--- config.mk ---
export PLATFORM = sky130hd
export DESIGN_NAME = input_queued_router_arbiter_flat
export DESIGN_NICKNAME = d
export VERILOG_FILES = /design/src/hdl/iqra_pkg.sv /design/src/hdl/iqra_if.sv /design/src/hdl/iqra_datapath.sv /design/src/hdl/iqra_ctrl.sv /design/src/hdl/input_queued_router_arbiter.sv /design/src/flat_wrapper.sv
export SDC_FILE = /design/constraint.sdc
export NUM_CORES = 1
export LEC_CHECK = 0
export BUFFER_PORTS_ARGS = -buffer_cell sky130_fd_sc_hd__buf_2
export CORE_MARGIN = 4
export CORE_UTILIZATION = 55
export DETAILED_ROUTE_END_ITERATION = 8
export PLACE_DENSITY = 0.71
export REMOVE_ABC_BUFFERS = 1
export SLEW_MARGIN = 25
export SYNTH_ARGS = -nofsm -noshare
export SYNTH_HDL_FRONTEND = slang
export SYNTH_SLANG_ARGS = --single-unit
--- constraint.sdc ---
create_clock -name clk_i -period 4.8 [get_ports clk_i]
set_input_delay 0.48 -clock clk_i [delete_from_list [all_inputs] [get_ports clk_i]]
set_output_delay 0.48 -clock clk_i [all_outputs]
set_load 0.05 [all_outputs]
--- src/hdl/iqra_pkg.sv ---
`default_nettype none
package iqra_pkg;
  localparam int unsigned Ports = 4;
  localparam int unsigned QueueDepth = 4;
  localparam int unsigned PortW = $clog2(Ports);
  localparam int unsigned SlotW = (QueueDepth > 1) ? $clog2(QueueDepth) : 1;
  localparam int unsigned CntW = $clog2(QueueDepth + 1);
  localparam int unsigned PendW = 5;

  typedef enum logic [1:0] {
    OpArrive = 2'd0,
    OpTick   = 2'd1,
    OpGrant  = 2'd2,
    OpNone   = 2'd3
  } op_e;

  typedef enum logic [2:0] {
    KAccepted = 3'd0,
    KParked   = 3'd1,
    KForward  = 3'd2,
    KReleased = 3'd3,
    KTickDone = 3'd4,
    KUnstall  = 3'd5,
    KGrantErr = 3'd6
  } kind_e;

  typedef struct packed {
    logic [1:0]  operation;
    logic [1:0]  in_port;
    logic [1:0]  dest_port;
    logic [31:0] packet_tag;
    logic [3:0]  accept_mask;
  } in_item_t;

  typedef struct packed {
    logic [2:0]  kind;
    logic [1:0]  out_port;
    logic [1:0]  src_port;
    logic [31:0] tag_out;
    logic        now_stalled;
    logic [4:0]  pending;
    logic        last;
  } out_item_t;

  // controller -> datapath commands
  typedef struct packed {
    logic       load;       // capture input item
    logic       arrive;     // perform arrival
    logic       grant;      // perform grant
    logic       port_start; // begin walk on current port
    logic       step;       // read/process one queue slot
    logic       port_end;   // commit port's count, park handling
    logic       tick_end;   // update rr pointer, emit done
  } cmd_t;

  typedef struct packed {
    logic       slot_more;   // more slots on this port
    logic       port_more;   // more ports to visit
    logic       park_rel;    // parked entry will be released on port_end
    op_e        op;
  } sts_t;
endpackage
`default_nettype wire

--- src/hdl/iqra_if.sv ---
`default_nettype none
interface iqra_if #(
  parameter type T = logic
);
  logic valid;
  logic ready;
  T     payload;
  modport source (output valid, output payload, input ready);
  modport sink (input valid, input payload, output ready);
endinterface
`default_nettype wire

--- src/hdl/iqra_datapath.sv ---
`default_nettype none
module iqra_datapath (
  input  wire logic              clk_i,
  input  wire logic              rst_ni,
  input  wire iqra_pkg::cmd_t    cmd_i,
  input  wire iqra_pkg::in_item_t item_i,
  output iqra_pkg::sts_t         sts_o,
  output iqra_pkg::out_item_t    res_o,
  output logic                   res_valid_o
);
  import iqra_pkg::*;

  localparam int unsigned EntW = 32 + PortW;
  localparam int unsigned Depth = Ports * QueueDepth;
  localparam int unsigned AddrW = $clog2(Depth);

  logic [EntW-1:0]  mem_q [Depth];
  logic [EntW-1:0]  park_q [Ports];
  logic [Ports-1:0] park_v_q;
  logic [Ports-1:0] stall_q;
  logic [CntW-1:0]  cnt_q [Ports];
  logic [PortW-1:0] rr_q, last_q, port_q, visited_q;
  logic             fwd_q;
  logic [CntW-1:0]  rd_q, keep_q;
  in_item_t         it_q;
  logic [PendW-1:0] pend_q;

  logic [PortW-1:0] ip, dp;
  logic [EntW-1:0]  rd_ent;
  logic [PortW-1:0] rd_dst;
  logic             acc;
  logic [CntW-1:0]  ip_cnt, pcnt;
  out_item_t        res_d;
  logic             res_valid_d;

  assign ip = it_q.in_port[PortW-1:0];
  assign dp = it_q.dest_port[PortW-1:0];
  assign ip_cnt = cnt_q[ip];
  assign pcnt = cnt_q[port_q];
  assign rd_ent = mem_q[{port_q, rd_q[SlotW-1:0]}];
  assign rd_dst = rd_ent[EntW-1:32];
  assign acc = (32'(rd_dst) < 32'd4) ? it_q.accept_mask[rd_dst[1:0]] : 1'b0;

  assign sts_o.slot_more = rd_q < pcnt;
  assign sts_o.port_more = (visited_q != PortW'(Ports - 1));
  assign sts_o.park_rel = park_v_q[port_q] && (keep_q < CntW'(QueueDepth));
  assign sts_o.op = op_e'(it_q.operation);

  function automatic logic [AddrW-1:0] addr(input logic [PortW-1:0] p,
                                            input logic [CntW-1:0] s);
    return {p, s[SlotW-1:0]};
  endfunction

  // queue memory and parked entries
  always_ff @(posedge clk_i) begin
    if (cmd_i.arrive && ip_cnt < CntW'(QueueDepth)) begin
      mem_q[addr(ip, ip_cnt)] <= {dp, it_q.packet_tag};
    end else if (cmd_i.step && stall_q[rd_dst]) begin
      mem_q[addr(port_q, keep_q)] <= rd_ent;
    end else if (cmd_i.port_end && sts_o.park_rel) begin
      mem_q[addr(port_q, keep_q)] <= park_q[port_q];
    end
    if (cmd_i.arrive && ip_cnt >= CntW'(QueueDepth)) begin
      park_q[ip] <= {dp, it_q.packet_tag};
    end
    if (cmd_i.load) it_q <= item_i;
  end

  // result beat for the current command
  always_comb begin
    res_d = '0;
    res_valid_d = 1'b0;
    if (cmd_i.arrive) begin
      res_valid_d = 1'b1;
      res_d.kind = (ip_cnt >= CntW'(QueueDepth)) ? KParked : KAccepted;
      res_d.out_port = 2'(dp);
      res_d.src_port = 2'(ip);
      res_d.tag_out = it_q.packet_tag;
      res_d.last = 1'b1;
    end
    if (cmd_i.grant) begin
      res_valid_d = 1'b1;
      res_d.kind = stall_q[dp] ? KUnstall : KGrantErr;
      res_d.out_port = 2'(dp);
      res_d.last = 1'b1;
    end
    if (cmd_i.step && !stall_q[rd_dst]) begin
      res_valid_d = 1'b1;
      res_d.kind = KForward;
      res_d.out_port = 2'(rd_dst);
      res_d.src_port = 2'(port_q);
      res_d.tag_out = rd_ent[31:0];
      res_d.now_stalled = !acc;
    end
    if (cmd_i.port_end && sts_o.park_rel) begin
      res_valid_d = 1'b1;
      res_d.kind = KReleased;
      res_d.out_port = 2'(park_q[port_q][EntW-1:32]);
      res_d.src_port = 2'(port_q);
      res_d.tag_out = park_q[port_q][31:0];
    end
    if (cmd_i.tick_end) begin
      res_valid_d = 1'b1;
      res_d.kind = KTickDone;
      res_d.pending = pend_q;
      res_d.last = 1'b1;
    end
  end

  always_ff @(posedge clk_i or negedge rst_ni) begin
    if (!rst_ni) begin
      park_v_q <= '0;
      stall_q <= '0;
      for (int i = 0; i < Ports; i++) cnt_q[i] <= '0;
      rr_q <= '0;
      last_q <= '0;
      port_q <= '0;
      visited_q <= '0;
      fwd_q <= 1'b0;
      rd_q <= '0;
      keep_q <= '0;
      pend_q <= '0;
      res_valid_o <= 1'b0;
      res_o <= '0;
    end else begin
      res_valid_o <= res_valid_d;
      if (res_valid_d) res_o <= res_d;
      if (cmd_i.load) begin
        last_q <= rr_q;
        port_q <= rr_q;
        visited_q <= '0;
        pend_q <= '0;
      end
      if (cmd_i.arrive) begin
        if (ip_cnt >= CntW'(QueueDepth)) begin
          park_v_q[ip] <= 1'b1;
        end else begin
          cnt_q[ip] <= ip_cnt + 1'b1;
        end
      end
      if (cmd_i.grant) begin
        stall_q[dp] <= 1'b0;
      end
      if (cmd_i.port_start) begin
        rd_q <= '0;
        keep_q <= '0;
        fwd_q <= 1'b0;
      end
      if (cmd_i.step) begin
        rd_q <= rd_q + 1'b1;
        if (stall_q[rd_dst]) begin
          keep_q <= keep_q + 1'b1;
        end else begin
          if (!acc) stall_q[rd_dst] <= 1'b1;
          fwd_q <= 1'b1;
        end
      end
      if (cmd_i.port_end) begin
        if (sts_o.park_rel) begin
          cnt_q[port_q] <= keep_q + 1'b1;
          park_v_q[port_q] <= 1'b0;
          pend_q <= pend_q + PendW'(keep_q) + 1'b1;
        end else begin
          cnt_q[port_q] <= keep_q;
          pend_q <= pend_q + PendW'(keep_q);
        end
        if (fwd_q) last_q <= port_q;
        port_q <= port_q + 1'b1;
        visited_q <= visited_q + 1'b1;
      end
      if (cmd_i.tick_end) begin
        rr_q <= last_q + 1'b1;
      end
    end
  end
endmodule
`default_nettype wire

--- src/hdl/iqra_ctrl.sv ---
`default_nettype none
module iqra_ctrl (
  input  wire logic           clk_i,
  input  wire logic           rst_ni,
  input  wire logic           in_valid_i,
  output logic                in_ready_o,
  input  wire logic           res_valid_i,
  input  wire logic           out_ready_i,
  output logic                out_valid_o,
  input  wire iqra_pkg::sts_t sts_i,
  output iqra_pkg::cmd_t      cmd_o
);
  import iqra_pkg::*;

  typedef enum logic [2:0] {
    SIdle, SDecode, SPortStart, SStep, SPortEnd, STickEnd, SDrain
  } state_e;

  state_e state_q, state_d;
  logic   busy;

  // results leave through a one-deep output register; wait for it to drain
  assign busy = res_valid_i || (out_valid_o && !out_ready_i);
  assign in_ready_o = (state_q == SIdle);

  always_comb begin
    cmd_o = '0;
    state_d = state_q;
    unique case (state_q)
      SIdle: begin
        if (in_valid_i) begin
          cmd_o.load = 1'b1;
          state_d = SDecode;
        end
      end
      SDecode: begin
        if (!busy) begin
          unique case (sts_i.op)
            OpArrive: begin cmd_o.arrive = 1'b1; state_d = SDrain; end
            OpGrant:  begin cmd_o.grant = 1'b1; state_d = SDrain; end
            OpTick:   state_d = SPortStart;
            default:  state_d = SIdle;
          endcase
        end
      end
      SPortStart: begin
        cmd_o.port_start = 1'b1;
        state_d = SStep;
      end
      SStep: begin
        if (!busy) begin
          if (sts_i.slot_more) cmd_o.step = 1'b1;
          else state_d = SPortEnd;
        end
      end
      SPortEnd: begin
        if (!busy) begin
          cmd_o.port_end = 1'b1;
          state_d = sts_i.port_more ? SPortStart : STickEnd;
        end
      end
      STickEnd: begin
        if (!busy) begin
          cmd_o.tick_end = 1'b1;
          state_d = SDrain;
        end
      end
      SDrain: begin
        if (!busy) state_d = SIdle;
      end
      default: state_d = SIdle;
    endcase
  end

  always_ff @(posedge clk_i or negedge rst_ni) begin
    if (!rst_ni) begin
      state_q <= SIdle;
      out_valid_o <= 1'b0;
    end else begin
      state_q <= state_d;
      if (res_valid_i) out_valid_o <= 1'b1;
      else if (out_ready_i) out_valid_o <= 1'b0;
    end
  end
endmodule
`default_nettype wire

--- src/hdl/input_queued_router_arbiter.sv ---
`default_nettype none
// arrival and grant each produce a single result beat after acceptance
// a tick walks every port from the round-robin pointer, one step per queued entry, then emits a done beat
// throughput: one item at a time, next item accepted once the last result is taken
// output register stalls the walk while a result waits
// reset: asynchronous active low; queues empty, no stalls, no parked packets
module input_queued_router_arbiter (
  input  wire logic clk_i,
  input  wire logic rst_ni,
  iqra_if.sink      in_ch,
  iqra_if.source    out_ch
);
  import iqra_pkg::*;

  cmd_t      cmd;
  sts_t      sts;
  out_item_t res;
  logic      res_valid;

  iqra_ctrl u_ctrl (
    .clk_i       (clk_i),
    .rst_ni      (rst_ni),
    .in_valid_i  (in_ch.valid),
    .in_ready_o  (in_ch.ready),
    .res_valid_i (res_valid),
    .out_ready_i (out_ch.ready),
    .out_valid_o (out_ch.valid),
    .sts_i       (sts),
    .cmd_o       (cmd)
  );

  iqra_datapath u_dp (
    .clk_i       (clk_i),
    .rst_ni      (rst_ni),
    .cmd_i       (cmd),
    .item_i      (in_ch.payload),
    .sts_o       (sts),
    .res_o       (res),
    .res_valid_o (res_valid)
  );

  assign out_ch.payload = res;
endmodule
`default_nettype wire
--- src/flat_wrapper.sv ---
// flat-port wrapper written by rule: the top's interface ports become plain ports
module input_queued_router_arbiter_flat import iqra_pkg::*;
  (clk_i, rst_ni, in_ch_valid, in_ch_payload, in_ch_ready, out_ch_valid, out_ch_payload, out_ch_ready);
  iqra_if in_ch_i ();
  iqra_if out_ch_i ();
  input  wire logic clk_i;
  input  wire logic rst_ni;
  input wire logic [$bits(in_ch_i.valid)-1:0] in_ch_valid;
  input wire logic [$bits(in_ch_i.payload)-1:0] in_ch_payload;
  output wire logic [$bits(in_ch_i.ready)-1:0] in_ch_ready;
  output wire logic [$bits(out_ch_i.valid)-1:0] out_ch_valid;
  output wire logic [$bits(out_ch_i.payload)-1:0] out_ch_payload;
  input wire logic [$bits(out_ch_i.ready)-1:0] out_ch_ready;
  assign in_ch_i.valid = in_ch_valid;
  assign in_ch_i.payload = in_ch_payload;
  assign in_ch_ready = in_ch_i.ready;
  assign out_ch_valid = out_ch_i.valid;
  assign out_ch_payload = out_ch_i.payload;
  assign out_ch_i.ready = out_ch_ready;
  input_queued_router_arbiter u_core (.clk_i(clk_i), .rst_ni(rst_ni), .in_ch(in_ch_i), .out_ch(out_ch_i));
endmodule
==> summary.txt <==
Run status
  – Status: completed

GRT
  – Vias in the first global route: 2212
  – Met1 Track Usage GR: 27.4%
  – Grt peak-use layer: met2
  – GRT Overall Usage: 18.6%
  – Pin count of the biggest net entering global routing: 42
  – GRT met2 Usage: 27.9%
  – First-pass GRT wire length: 11100 um
  – Met3 Use GR: 3.01%
  – Initial antenna violation count: 0
  – Total congestion overflow: 0

Place
  – Routability cong.: 0.795
  – DP Worst Slack: 1.23 ns
  – Detailed placer's ending HPWL: 4720 um
  – DP Area: 0.00371 sq mm
  – Port bufs: 7

Worst setup path
  – Worst Path Required: 4.82 ns
  – CP max-delay cell: nor2_1
  – CP startpoint kind: flop
  – Arrival time of the worst setup path: 3.56 ns
  – CP Class: reg2reg
  – CP top delay family: simple AND/OR/NAND/NOR gates
  – Slowest stage delay, CP: 0.67 ns
  – Buffers plus inverters on the worst setup path: 1
  – CP Capture Type: flop
  – Worst-path maximum fanout: 16
  – Cells along the critical path: mux4_2 -> inv_1 -> ha_1 -> a211oi_1 -> nand4_4 -> or2_1 -> o22a_1 -> nor2_1

STA
  – Period Utilization, post-route: 73.9%
  – Slew headroom: 40.4%
  – Setup TNS: 0 ns
  – Clk_skew: 0.0127 ns
  – Max Clock Freq: 0.282 GHz
  – Slew @ Worst Pin: 0.894 ns
  – Hold Vio Cnt, Final: 0
  – Max Slew Vio Count: 0
  – Final worst slack: 1.25 ns
  – Setup Viol. Count Final: 0
  – Final Critical Period: 3.55 ns
  – Unrepaired setup endpoints after global routing: no

Clocking
  – CTS tree: built
  – PostCTS Resize Cnt: 0
  – Inserted Clock Buffers: 9
  – CTS sink count: 74
  – Clock buffer depth: 2
  – H-tree Lvls: 3
  – CTS root buf: clkbuf_8
  – Clk slew on worst S/H paths: 0.08 ns
  – Post-CTS Setup Bufs: 0
  – Cts hold-fix bufs: 0
  – Latest clock arrival within the worst-skew pair: 0.34 ns

Layout
  – Fraction of layout cells with a size suffix above 1: 17.5%
  – Final design area excluding fillers: 0.00394 sq mm
  – Commonest non-fill, non-tap cells in the layout: 41 x dfrtp_1, 33 x nand2_1, 33 x edfxtp_1, 21 x o21ai_0, 18 x inv_1
  – Commonest non-fill, non-tap cell in the layout: dfrtp_1
  – Fill count: 509
  – Nets: 325
  – Area growth, synth to finish: 7.56%
  – Ant. Diodes: 0

Drt
  – Routed Antenna Nets: 0
  – Drc violations: 0
  – Vias per cell: 5.85
  – Drt pass-1 iters: 5
  – Vias: 2288
  – DR WL/cell: 17.2 um
  – DRT Wirelength: 6740 um
  – Drt initial violations: 192

Logic synthesis
  – Number of flops mapped to enable cells by yosys: 33
  – Dominant cell type by area after synthesis: dfrtp_1
  – Synth unique cells: 62
  – Primary FF master, synth: dfrtp_1
  – Top cells by area, synth: dfrtp_1 28%, edfxtp_1 27%, mux4_2 4.9%, ha_1 3.8%, mux2i_1 3.6%
  – Yosys Warn Count: 0
  – Sequential cell area fraction in the yosys report: 55.1%
  – Mapped Area: 0.00366 sq mm
  – Asr flop ratio synth: 55.4%
  – #FFs+latches synth: 74
  – Cells after Synth: 304
  – Syn Area/Cell: 12.0 sq um
  – Synth top area share: 28.0%

Pwr
  – Pwr/cell area: 581 mW/mm^2
  – Clock Power Share: 22.1%
  – Leak: 1.56 nW
  – Reg power frac: 41.8%
  – Peak supply drop: 0.294 mV
  – Pint: 1.40 mW
  – Gate power share: 36.1%
  – Total power: 2.29 mW
  – Net Sw Frac: 38.6%
  – Net Switching: 0.884 mW

Die
  – Initial Util: 57.0%
  – Core area: 0.00642 sq mm
  – Die X-Extent: 89.6 um
  – Die footprint: 0.00802 sq mm
  – Top Ports: 8
  – Die extent in y: 89.6 um
  – # rows: 29

Run
  – Max cap viols: 0

Hold path
  – Tightest Hold Check Type: in2async
[area by class of cell]
cell class / instances / area (sq um) / area share, %
flip-flops and latches: 74 / 2020 / 51.2
multi-input cells: 195 / 1480 / 37.6
clock buffers: 14 / 205 / 5.21
well taps: 77 / 96.3 / 2.45
inverters: 20 / 75.1 / 1.91
repair buffers: 9 / 50.0 / 1.27
clock inverters: 2 / 13.8 / 0.350
[metrics by stage]
stage	std cells	hold WS, ns	util (%)
2_1_floorplan	289	0.184	-
3_3_place_gp	375	0.461	57.8
3_5_place_dp	375	0.460	57.8
4_1_cts	391	0.292	61.3
5_1_grt	391	0.309	61.3
6_report	391	0.260	61.3
[power groups by stage]
| stage | Combinational, mW | Sequential [mW] | Clock (mW) |
|---|---|---|---|
| after floorplan | 0.611 | 0.958 | 0 |
| after global routing | 0.922 | 0.978 | 0.539 |
| after global placement | 0.804 | 0.962 | 0 |
| after detailed placement | 0.821 | 0.969 | 0 |
| after CTS | 0.827 | 0.956 | 0.513 |
| final | 0.825 | 0.956 | 0.506 |
[state kept, by name (all words and copies together) (netlist names)]
signal,cells
u_core.u_dp.res_o,1
u_core.u_dp.visited_q,2
u_core.u_dp.mem_q,32
u_core.u_ctrl.out_valid_o,1
u_core.u_dp.it_q,1
u_core.u_dp.park_v_q,4
u_core.u_dp.keep_q,3
u_core.u_ctrl.state_q,3
u_core.u_dp.fwd_q,1
u_core.u_dp.res_valid_o,1
u_core.u_dp.last_q,2
u_core.u_dp.rd_q,3
u_core.u_dp.cnt_q,12
u_core.u_dp.port_q,2
u_core.u_dp.stall_q,4
u_core.u_dp.rr_q,2
[layer usage]
layer  vias to the layer above  share of wire, %
li1                       1121                 -
met1                      1119                50
met2                        41                45
met3                         7               3.6
met4                         0               1.5
met5                         -                 0
[Yosys cell counts, types with 4 or more instances]
cell      number
nand3_1       11
nor2_1        11
mux2i_1       13
dfrtp_1       41
ha_1          11
clkbuf_1       4
a21oi_1        7
mux4_2         8
o31ai_1        5
nor3_1         4
o21ai_0       21
inv_1         18
nand2b_1       6
nand2_1       33
edfxtp_1      33
nor3_2         9
[cell families after synthesis]
kind of cell	Yosys count	synth area share (%)
and+or+nand+nor	93	14.0
DFF	74	55.1
AOI/OAI and AO/OA	64	12.4
buffers and inverters	35	4.55
muxes	24	9.47
adders and majority gates	11	3.76
xor gates and xnor gates	3	0.718
[path summary, 6_finish.rpt]
kind | from | endpoint | slack [ns] | cells past startpoint
setup / recovery | u_core.u_dp.port_q[1] | u_core.u_dp.mem_q[10][33] | 1.25 | 8
hold / removal | rst_ni | u_core.u_dp.res_o[0] | 0.26 | 1
setup reg to reg | u_core.u_dp.port_q[1] | u_core.u_dp.mem_q[10][33] | 1.25 | 8
hold reg to reg | u_core.u_dp.stall_q[0] | u_core.u_dp.stall_q[0] | 0.48 | 1
max in group asynchronous | rst_ni | u_core.u_dp.cnt_q[0] | 3.97 | 1
min in group clk_i | in_ch_payload | u_core.u_dp.it_q[0] | 0.31 | 1
Note: power is estimated with default switching activity, not from simulation.
